`src/design/lpfd_pkg.sv`:
```
`timescale 1ns / 1ps
`default_nettype none
package lpfd_pkg;
    localparam int BufferBytesDefault = 64;
    localparam int HeaderBytes        = 4;

    localparam logic [1:0] OP_DATA       = 2'd0;
    localparam logic [1:0] OP_CONNECT    = 2'd1;
    localparam logic [1:0] OP_DISCONNECT = 2'd2;

    localparam logic [1:0] KIND_PAYLOAD = 2'd0;
    localparam logic [1:0] KIND_EMPTY   = 2'd1;
    localparam logic [1:0] KIND_ACCEPT  = 2'd2;
    localparam logic [1:0] KIND_BUSY    = 2'd3;
endpackage
`default_nettype wire

```
`src/design/length_prefixed_frame_deframer_unit.sv`:
```
`timescale 1ns / 1ps
`default_nettype none
// Length-prefixed frame deframer. Stream bytes (op 0) land in a circular byte
// memory of BUFFER_BYTES entries addressed by a head pointer and a fill count.
// After each byte the block scans from the head: it reads the four header bytes
// one per cycle from the synchronous memory's read port. A first byte that does
// not match marker_reg, or a frame longer than the buffer, advances the head
// by one byte and the scan retries. An incomplete frame ends the scan and the
// block takes the next beat. A complete frame is delivered as one output beat
// per payload byte (kind 0, with type, length, index and last mark) or a single
// empty-frame beat (kind 1), then the head skips the frame and the scan goes on.
// The final beat of each frame is held until the scan shows whether another
// frame follows, so last marks only the final beat caused by the input beat.
// Compaction is the head move itself, so no bytes are copied. Disconnect and
// an accepted connect empty the buffer; connect reports accepted (kind 2) or
// busy (kind 3). A scan starts in S_CHECK, which stops it when fewer than four
// bytes are buffered; else the header is read in S_H0 to S_H3 and judged in
// S_EVAL. A version mismatch resyncs from S_H0, an oversize length from S_EVAL.
// Each payload beat takes a memory read (S_PREAD), then a send (S_PSEND) that
// waits for the receiver; a held beat goes out when the scan sees what follows.
// The store needs no clearing pass after reset: only entries inside the fill
// count are read.
module length_prefixed_frame_deframer_unit #(
    parameter int BUFFER_BYTES = lpfd_pkg::BufferBytesDefault
) (
    input  wire logic       clk,
    input  wire logic       rst_n,
    input  wire logic       cfg_we,
    input  wire logic [7:0] cfg_wdata,
    input  wire logic       in_valid,
    output logic            in_ready,
    input  wire logic [1:0] op,
    input  wire logic [7:0] data_byte,
    output logic            out_valid,
    input  wire logic       out_ready,
    output logic [1:0]      result_kind,
    output logic [7:0]      frame_type,
    output logic [5:0]      payload_length,
    output logic [5:0]      payload_index,
    output logic [7:0]      payload_value,
    output logic            last
);
    import lpfd_pkg::*;

    localparam int AW = $clog2(BUFFER_BYTES);
    localparam int CW = $clog2(BUFFER_BYTES + 1);
    localparam logic [CW-1:0] HDR = CW'(HeaderBytes);
    localparam logic [16:0] MAX_PAYLOAD = 17'(BUFFER_BYTES - HeaderBytes);

    typedef enum logic [3:0] {
        S_IDLE, S_CHECK, S_H0, S_H1, S_H2, S_H3, S_EVAL, S_PREAD, S_PSEND, S_ESEND
    } state_t;

    state_t        state_reg;
    logic [7:0]    marker_reg;
    logic [AW-1:0] head_reg;
    logic [CW-1:0] fill_reg;
    logic          session_reg;
    logic [7:0]    mem [BUFFER_BYTES];
    logic [7:0]    rdata_reg;
    logic [7:0]    type_reg;
    logic [7:0]    len_lo_reg;
    logic [5:0]    idx_reg;
    logic [5:0]    len_reg;
    logic          pend_reg;

    logic          mem_we;
    logic [AW-1:0] mem_waddr;
    logic [AW-1:0] mem_raddr;
    logic [AW-1:0] raddr_reg;

    // Wrap an offset from head into the circular store.
    function automatic logic [AW-1:0] wrap_add(input logic [AW-1:0] a,
                                               input logic [CW-1:0] b);
        logic [CW:0] s;
        s = (CW+1)'(a) + (CW+1)'(b);
        if (s >= (CW+1)'(BUFFER_BYTES)) s = s - (CW+1)'(BUFFER_BYTES);
        return s[AW-1:0];
    endfunction

    assign in_ready  = (state_reg == S_IDLE);
    assign mem_we    = in_valid && in_ready && (op == OP_DATA);
    assign mem_waddr = wrap_add(head_reg, fill_reg);
    assign mem_raddr = raddr_reg;

    always_ff @(posedge clk)
    begin
        if (mem_we) mem[mem_waddr] <= data_byte;
        rdata_reg <= mem[mem_raddr];
    end

    logic [16:0] hdr_len;
    logic        frame_whole;
    logic        out_free;
    logic        beat_raise;

    assign hdr_len     = {1'b0, rdata_reg, len_lo_reg};
    assign frame_whole = (17'(fill_reg) >= hdr_len + 17'(HeaderBytes));
    assign out_free    = !out_valid || out_ready;

    // Raise the output beat: connect replies, held final beats, payload beats.
    always_comb
    begin
        unique case (state_reg)
            S_IDLE:  beat_raise = in_valid && (op == OP_CONNECT);
            S_CHECK: beat_raise = pend_reg && (fill_reg < HDR);
            S_EVAL:  beat_raise = pend_reg && (hdr_len <= MAX_PAYLOAD);
            S_PSEND: beat_raise = out_free && (idx_reg != len_reg - 6'd1);
            default: beat_raise = 1'b0;
        endcase
    end

    always_ff @(posedge clk or negedge rst_n)
    begin
        if (!rst_n)
        begin
            state_reg   <= S_IDLE;
            marker_reg  <= 8'd1;
            head_reg    <= '0;
            fill_reg    <= '0;
            session_reg <= 1'b0;
            out_valid   <= 1'b0;
            raddr_reg   <= '0;
            result_kind <= KIND_PAYLOAD;
            frame_type  <= '0;
            payload_length <= '0;
            payload_index  <= '0;
            payload_value  <= '0;
            last        <= 1'b0;
            type_reg    <= '0;
            len_lo_reg  <= '0;
            idx_reg     <= '0;
            len_reg     <= '0;
            pend_reg    <= 1'b0;
        end
        else
        begin
            if (cfg_we) marker_reg <= cfg_wdata;
            if (beat_raise) out_valid <= 1'b1;
            else if (out_ready) out_valid <= 1'b0;
            unique case (state_reg)
                S_IDLE:
                begin
                    if (in_valid)
                    begin
                        case (op)
                            OP_DATA:
                            begin
                                fill_reg  <= fill_reg + 1'b1;
                                raddr_reg <= head_reg;
                                state_reg <= S_CHECK;
                            end
                            OP_CONNECT:
                            begin
                                result_kind <= session_reg ? KIND_BUSY : KIND_ACCEPT;
                                if (!session_reg) fill_reg <= '0;
                                session_reg <= 1'b1;
                                frame_type <= '0; payload_length <= '0;
                                payload_index <= '0; payload_value <= '0;
                                last <= 1'b1;
                                state_reg <= S_ESEND;
                            end
                            OP_DISCONNECT:
                            begin
                                session_reg <= 1'b0;
                                fill_reg <= '0;
                            end
                            default: ;
                        endcase
                    end
                end
                S_CHECK:
                begin
                    // Need a whole header before reading anything.
                    if (fill_reg >= HDR)
                    begin
                        raddr_reg <= wrap_add(head_reg, CW'(1));
                        state_reg <= S_H0;
                    end
                    else if (pend_reg)
                    begin
                        // Scan over: release the held beat as the last one.
                        last      <= 1'b1;
                        pend_reg  <= 1'b0;
                        state_reg <= S_ESEND;
                    end
                    else state_reg <= S_IDLE;
                end
                S_H0:
                begin
                    // Data for byte 0 is valid now.
                    if (rdata_reg != marker_reg)
                    begin
                        head_reg  <= wrap_add(head_reg, CW'(1));
                        fill_reg  <= fill_reg - 1'b1;
                        raddr_reg <= wrap_add(head_reg, CW'(1));
                        state_reg <= S_CHECK;
                    end
                    else
                    begin
                        raddr_reg <= wrap_add(head_reg, CW'(2));
                        state_reg <= S_H1;
                    end
                end
                S_H1:
                begin
                    type_reg  <= rdata_reg;
                    raddr_reg <= wrap_add(head_reg, CW'(3));
                    state_reg <= S_H2;
                end
                S_H2:
                begin
                    len_lo_reg <= rdata_reg;
                    state_reg  <= S_H3;
                end
                S_H3:
                    state_reg <= S_EVAL;
                S_EVAL:
                begin
                    if (hdr_len > MAX_PAYLOAD)
                    begin
                        head_reg  <= wrap_add(head_reg, CW'(1));
                        fill_reg  <= fill_reg - 1'b1;
                        raddr_reg <= wrap_add(head_reg, CW'(1));
                        state_reg <= S_CHECK;
                    end
                    else if (pend_reg)
                    begin
                        // Release the held beat; it is last unless this frame
                        // completes too.
                        last      <= !frame_whole;
                        pend_reg  <= 1'b0;
                        state_reg <= frame_whole ? S_EVAL : S_ESEND;
                    end
                    else if (!frame_whole)
                        state_reg <= S_IDLE;
                    else if (hdr_len == 17'd0)
                    begin
                        if (out_free)
                        begin
                            result_kind <= KIND_EMPTY;
                            frame_type <= type_reg; payload_length <= '0;
                            payload_index <= '0; payload_value <= '0;
                            last <= 1'b0;
                            pend_reg  <= 1'b1;
                            head_reg  <= wrap_add(head_reg, HDR);
                            fill_reg  <= fill_reg - HDR;
                            raddr_reg <= wrap_add(head_reg, HDR);
                            state_reg <= S_CHECK;
                        end
                    end
                    else
                    begin
                        len_reg   <= hdr_len[5:0];
                        idx_reg   <= '0;
                        raddr_reg <= wrap_add(head_reg, HDR);
                        state_reg <= S_PREAD;
                    end
                end
                S_PREAD:
                    state_reg <= S_PSEND;
                S_PSEND:
                begin
                    if (out_free)
                    begin
                        result_kind <= KIND_PAYLOAD;
                        frame_type <= type_reg;
                        payload_length <= len_reg;
                        payload_index <= idx_reg;
                        payload_value <= rdata_reg;
                        last <= 1'b0;
                        if (idx_reg == len_reg - 6'd1)
                        begin
                            // Frame done: hold its final beat, skip it and
                            // scan on.
                            pend_reg  <= 1'b1;
                            head_reg  <= wrap_add(head_reg, HDR + CW'(len_reg));
                            fill_reg  <= fill_reg - HDR - CW'(len_reg);
                            raddr_reg <= wrap_add(head_reg, HDR + CW'(len_reg));
                            state_reg <= S_CHECK;
                        end
                        else
                        begin
                            idx_reg   <= idx_reg + 6'd1;
                            raddr_reg <= wrap_add(head_reg, HDR + CW'(idx_reg) + CW'(1));
                            state_reg <= S_PREAD;
                        end
                    end
                end
                S_ESEND:
                begin
                    if (!out_valid || out_ready) state_reg <= S_IDLE;
                end
                default: state_reg <= S_IDLE;
            endcase
        end
    end
endmodule
`default_nettype wire

```
`config.mk`:
```
export PLATFORM = sky130hd
export DESIGN_NAME = length_prefixed_frame_deframer_unit
export DESIGN_NICKNAME = d
export VERILOG_FILES = /design/src/design/lpfd_pkg.sv /design/src/design/length_prefixed_frame_deframer_unit.sv
export SDC_FILE = /design/constraint.sdc
export NUM_CORES = 1
export LEC_CHECK = 0
export BUFFER_PORTS_ARGS = -buffer_cell sky130_fd_sc_hd__buf_2
export CORE_ASPECT_RATIO = 0.8
export CORE_UTILIZATION = 36
export CTS_BUF_LIST = sky130_fd_sc_hd__clkbuf_4 sky130_fd_sc_hd__clkbuf_8 sky130_fd_sc_hd__clkbuf_16
export DETAILED_ROUTE_END_ITERATION = 8
export PLACE_DENSITY_LB_ADDON = 0.25
export SYNTH_ARGS = -nofsm -noshare
export SYNTH_HDL_FRONTEND = slang
export SYNTH_SLANG_ARGS = --single-unit
export TNS_END_PERCENT = 10
```
`constraint.sdc`:
```
create_clock -name clk -period 4 [get_ports clk]
set_input_delay 0.8 -clock clk [delete_from_list [all_inputs] [get_ports clk]]
set_output_delay 0.8 -clock clk [all_outputs]
set_load 0.02 [all_outputs]
```
Word-level counts from Yosys, hierarchy flattened

Memories as Yosys holds them, arrays and structs flattened. A register that Yosys moved wholly into a read port is not among the register bits.
Index checks and enable logic that the tools add are counted.

Memories kept: 1
RAM bits: 512
Input port bits: 23
Register bits: 93

Memory list:

| name | depth | width | rd ports | clocked after Yosys merged registers in | wr ports | RTL line                                  | RTL |
|---|---|---|---|---|---|---|---|
| mem  | 64    | 8     | 1        | 1                                       | 1        | length_prefixed_frame_deframer_unit.sv:59 | `logic [7:0] mem [BUFFER_BYTES];` |

Multiplexer cells: 122
$lt $le $gt $ge: 12
$add $sub $neg: 24
Eq/ne operators: 42
Bitwise operators: 3
Reductions and logical operators: 32

Operators with widths:

| operator              | number |
|---|---|
| $mux 6                | 40 |
| $mux 8                | 13 |
| $mux 7                | 10 |
| $pmux 6 s3            | 3 |
| $pmux 8 s3            | 2 |
| $sub 6x1->6 const B   | 8 |
| $mux 4                | 11 |
| $pmux 4 s10           | 1 |
| $pmux 6 s6            | 1 |
| $ne 2x2->1 const B    | 15 |
| $ge 7x7->1 const B    | 4 |
| $pmux 7 s4            | 1 |
| $add 6x7->8           | 3 |
| $ge 8x7->1 const B    | 3 |
| $reduce_and 8->1      | 3 |
| $mux 1                | 22 |
| $ne 3x3->1 const B    | 7 |
| $pmux 7 s3            | 1 |
| $mux 2                | 9 |
| $add 16x3->17 const B | 1 |
| $ge 7x17->1           | 1 |
| $logic_not 17->1      | 1 |
| $eq 4x3->1 const B    | 4 |
| $gt 16x6->1 const B   | 1 |
| 47 further kinds      | 70 |

Longest topological paths before layout

Depth in word-level cells: 9
Mapped depth: 15

Worst setup path after synthesis

Ideal clock, no wire load.

Kind: register -> register
Start: reg len_reg[0]
End: reg fill_reg[2]
Arrival: 2.900 ns
Library setup time: 0.125 ns
Data required time: 3.875 ns
Setup slack: 0.975 ns
Cell stages (with the launch flop): 9
Path through: dfrtp_1 > or3_4 > or4_4 > a2111oi_4 > a31oi_1 > a211o_1 > buf_6 > nor3_2 > mux2_2

Cells in the longest elaborated chain, start to end: 4

Ends and longest elaborated chain:

| element                                                                 | RTL line                                                                               | RTL |
|---|---|---|
| start, declared                                                         | length_prefixed_frame_deframer_unit.sv:64                                              | `logic [5:0] len_reg;` |
| start signal, assigned                                                  | length_prefixed_frame_deframer_unit.sv:254                                             | `len_reg <= hdr_len[5:0];` |
| $sub 6x1->6 / $sub 7x6->7 (equally long branches)                       | length_prefixed_frame_deframer_unit.sv:272, length_prefixed_frame_deframer_unit.sv:278 |  |
| $eq 6x6->1 / $mux 7 (equally long branches)                             | length_prefixed_frame_deframer_unit.sv:272                                             | `if (idx_reg == len_reg - 6'd1)` |
| $ne 2x2->1 (no source line) / $mux 7 (equally long branches)            | n/a                                                                                    |  |
| $reduce_and 11->1 (no source line) / $pmux 7 s4 (equally long branches) | n/a                                                                                    |  |
| end signal, assigned                                                    | length_prefixed_frame_deframer_unit.sv:223                                             | `fill_reg <= fill_reg - 1'b1;` |
| end signal, assigned                                                    | length_prefixed_frame_deframer_unit.sv:247                                             | `fill_reg <= fill_reg - HDR;` |
| end signal, assigned                                                    | length_prefixed_frame_deframer_unit.sv:278                                             | `fill_reg <= fill_reg - HDR - CW'(len_reg);` |
| end, declared                                                           | length_prefixed_frame_deframer_unit.sv:57                                              | `logic [CW-1:0] fill_reg;` |

Parallel ways exist; a longest one is shown, timed or not. The select of a mux whose other input is x is not followed.
A chain may end at the register's enable or synchronous reset.

Worst setup path in the final report

Start: reg len_lo_reg[2]
End: reg last

Cells in the longest elaborated chain, start to end: 6

Ends and longest elaborated chain:

| element                | RTL line                                   | RTL |
|---|---|---|
| start, declared        | length_prefixed_frame_deframer_unit.sv:62  | `logic [7:0] len_lo_reg;` |
| start signal, assigned | length_prefixed_frame_deframer_unit.sv:213 | `len_lo_reg <= rdata_reg;` |
| $add 16x3->17          | length_prefixed_frame_deframer_unit.sv:98  | `assign frame_whole = (17'(fill_reg) >= hdr_len + 17'(HeaderBytes));` |
| $ge 7x17->1            | length_prefixed_frame_deframer_unit.sv:98  |  |
| $logic_not 1->1        | n/a                                        |  |
| $mux 1                 | length_prefixed_frame_deframer_unit.sv:227 | `else if (pend_reg)` |
| $mux 1                 | length_prefixed_frame_deframer_unit.sv:220 | `if (hdr_len > MAX_PAYLOAD)` |
| $pmux 1 s4             | length_prefixed_frame_deframer_unit.sv:141 | `unique case (state_reg)` |
| end signal, assigned   | length_prefixed_frame_deframer_unit.sv:231 | `last <= !frame_whole;` |
| end, declared          | length_prefixed_frame_deframer_unit.sv:41  | `output logic last` |

Parallel ways exist; a longest one is shown, timed or not. The select of a mux whose other input is x is not followed.

==> results.toml <==
[run_status]
outcome = "complete, no violations"

[worst_setup_path]
cp_cell_sequence = "ha_1 > and4_1 > a2111oi_0 > a311oi_1 > nor3_1 > nand3_1 > ha_1 > o21ai_0 > nor2b_1 > o311ai_0 > o21ai_0 > o31ai_1"
critPathTopFamily = "compound AO/OA/AOI/OAI gates"
crit_type = "flop to flop"
critPathMaxFanout = 7
worst-r2r-setup-slack_ns = 0.39
crit_path_max_incr_delay_ns = 0.47
cp-end-kind = "flop"
crit_slowest_cell = "dfrtp_1"
crit_buf_inv = 0
crit_arrival_ns = 4.06
start_kind = "flop"
cp_data_required_time_ns = 4.45

[synth]
ys_seq_area_share_pct = 65.7
syn_area_per_cell_sq_um = 16.4
synthArstFlopShare_pct = 15.2
synth_top_area_share_pct = 56.6
ys_warn_count = 0
syn-num-nets = 1740
synthesis.instances = 1656
synth-seq-cells = 613
yosys_most_used_dff = "edfxtp_1"
synth_area_sq_um = 27200
yosysTopAreaCell = "edfxtp_1"
yosys-top-cells-area = "edfxtp_1 57%, mux4_2 14%, dfrtp_1 8.5%, ha_1 2.6%, nor2_1 1.6%"
yosys.cell_types.count = 79
synth-edff-count = 512

[global_routing]
grt_first_pass_wirelength_mm = 105
grt-ovfl-total = 0
grt_pass1_vias = 15600
antenna_found_initial = 0
grt_max_degree = 59
gr-usage-all-layers_pct = 18.8

[job]
drv_cap = 0

[cells_and_area]
layout-drive-gt1-share_pct = 27.1
fill_cells = 6637
top_register = "mem"
largest_register_ffs = 512
layout.nets = 1888
fin_area_sq_um = 31600
instances_no_fill = 2859
area_delta_synth_final_pct = 16.3
utilization_pct = 42.6
antenna_cells = 0
multi_input_area_sq_um = 8710
seq_area_sq_um = 17900

[sta]
relSlewSlack_pct = 33.8
tightest_slew_ns = 0.993
setup_tns_ns = 0
slew_violations = 0
fmax_mhz = 277
rsz0062_at_grt = "false"
setup_viol = 0
fin_crit_sh_pct = 90.1
finalHoldViolCount = 0
clock-skew-final_ns = 0.0379
period_minus_slack_ns = 3.61

[placement]
postPlaceCellArea_sq_um = 29300
routabilityCongestion = 0.928
hpwl_mm = 47.9
port_buffers = 55
post-place-cells = 2737

[die]
num_rows = 89
fp.dieArea_sq_um = 76600
chipWidth_microns = 309
core_sq_um = 74300
ioPinCount = 56
die_y_microns = 248
start_util_pct = 36.6

[drt]
drtAntennaViolNets = 0
wl_per_cell_microns = 24.7
totalWireLength_mm = 70.5
via_per_inst = 5.47
route.vias.total = 15600
drt_iter0_markers = 1741
post-route-drc-count = 0
drtPass1Iterations = 6

[cts]
insertion_delay_ns = 0.62
cts_buffers = 66
clk_pin_slew_ns = 0.07
cts_resized = 0
clock_sinks = 613
root_buffer = "clkbuf_16"
cts_tree = "built"
clock_path_buffers = 3
holdBufCountCts = 0
post_cts_buffers = 0
htree_num_levels = 3

[pwr]
power.leakage_nw = 10.9
peakVddDrop_mv = 0.405
powerDensity_nw_per_um2 = 693

[hold_path]
hp-class = "input pin to async pin"
==> metrics by stage <==
| step | hold slack, ns | worst slack (ns) | total power (W) |
|---|---|---|---|
| 2_1_floorplan | 0.481 | 0.975 | 0.0130 |
| 3_3_place_gp | 0.494 | 0.455 | 0.0156 |
| 3_5_place_dp | 0.501 | 0.529 | 0.0156 |
| 4_1_cts | 0.289 | 0.461 | 0.0221 |
| 5_1_grt | 0.325 | 0.0701 | 0.0229 |
| 6_report | 0.288 | 0.394 | 0.0219 |
==> kinds of logic after synthesis <==
| kind of cell | synth area share (%) |
|---|---|
| muxes | 16.5 |
| AOI/OAI and AO/OA | 5.22 |
| adders and majority gates | 2.92 |
| buffers and inverters | 2.34 |
| xor gates and xnor gates | 1.68 |
| DFF | 65.7 |
| and+or+nand+nor | 5.67 |
==> Yosys cell counts, types with 5 or more instances <==
master / n
inv_1: 74
nor4_1: 7
nand2_1: 93
mux4_2: 168
buf_1: 19
nand3_1: 17
o21a_1: 7
dfrtp_1: 92
nor3_1: 20
a31oi_1: 12
nand2b_1: 8
o41ai_1: 6
mux2_2: 28
buf_2: 7
a211oi_1: 5
or3_1: 5
a221oi_1: 9
a21oi_1: 51
ha_1: 57
o31ai_1: 12
xnor2_1: 37
nand4_1: 9
xor2_1: 15
a21o_1: 11
o211ai_1: 6
o221ai_1: 5
clkbuf_1: 63
and4_1: 5
o22ai_1: 5
mux2i_1: 36
o21ai_0: 37
nor2_1: 114
edfxtp_1: 512
and3_1: 8
dfxtp_1: 8
nor2b_1: 7
and2_1: 6
==> report_power, final <==
| group | switching (W) | internal (W) | total, W | leakage [nW] |
|---|---|---|---|---|
| clock | 0.00261 | 0.00381 | 0.00642 | 1.12 |
| sequential | 0.000690 | 0.00733 | 0.00802 | 5.87 |
| combinational | 0.00420 | 0.00329 | 0.00748 | 3.87 |
| total | 0.00750 | 0.0144 | 0.0219 | 10.9 |
==> cells in the final DEF (no fill, tap or decap), types with 10 or more instances in the layout <==
| master | n |
|---|---|
| buf_4 | 112 |
| mux2i_1 | 36 |
| inv_1 | 74 |
| nor2_1 | 114 |
| xor2_1 | 15 |
| o21ai_0 | 37 |
| nor3_1 | 19 |
| xnor2_1 | 37 |
| edfxtp_1 | 512 |
| buf_2 | 54 |
| a31oi_1 | 12 |
| clkbuf_4 | 10 |
| ha_1 | 57 |
| clkinv_1 | 12 |
| nand2_1 | 93 |
| clkbuf_16 | 67 |
| mux2_2 | 28 |
| nand3_1 | 17 |
| mux4_2 | 168 |
| dfrtp_1 | 89 |
| o31ai_1 | 12 |
| a21oi_1 | 50 |
| a21o_1 | 11 |
==> metal layers <==
layer  track usage [%]  part of all wire [%]
met4              3.80                   1.7
met1              28.8                    47
met2              27.8                    45
met3              3.49                   7.1
met5                 0                     0
==> worst register-to-register path, delay by kind of cell, from the launching register on <==
kind                     cells  cell delay [ns]
AO/OA/AOI/OAI                6             1.22
adder cells (fa/ha/maj)      2             0.57
flip-flops                   1             0.47
AND/OR/NAND/NOR              4             1.20
==> layout make-up <==
| cell class | instances | area share, % |
|---|---|---|
| Clock inverter | 44 | 1.75 |
| Multi-Input combinational cell | 878 | 27.5 |
| Sequential cell | 613 | 56.5 |
| Tap cell | 1001 | 3.96 |
| Inverter | 75 | 0.890 |
| Timing Repair Buffer | 170 | 3.77 |
| Clock buffer | 78 | 5.58 |
==> path summary, 6_finish.rpt <==
path,from,endpoint,depth (start not counted)
hold / removal,rst_n,idx_reg[5]$_DFFE_PN0P_,1
min in group clk,cfg_wdata[6],marker_reg[6]$_DFFE_PN0P_,2
max in group asynchronous,rst_n,marker_reg[0]$_DFFE_PN1P_,2
setup / recovery,len_lo_reg[2]$_DFFE_PN0P_,last$_DFFE_PN0P_,12
hold reg to reg,type_reg[6]$_DFFE_PN0P_,type_reg[6]$_DFFE_PN0P_,1
setup reg to reg,len_lo_reg[2]$_DFFE_PN0P_,last$_DFFE_PN0P_,12
(Power assumes the default switching activity.)
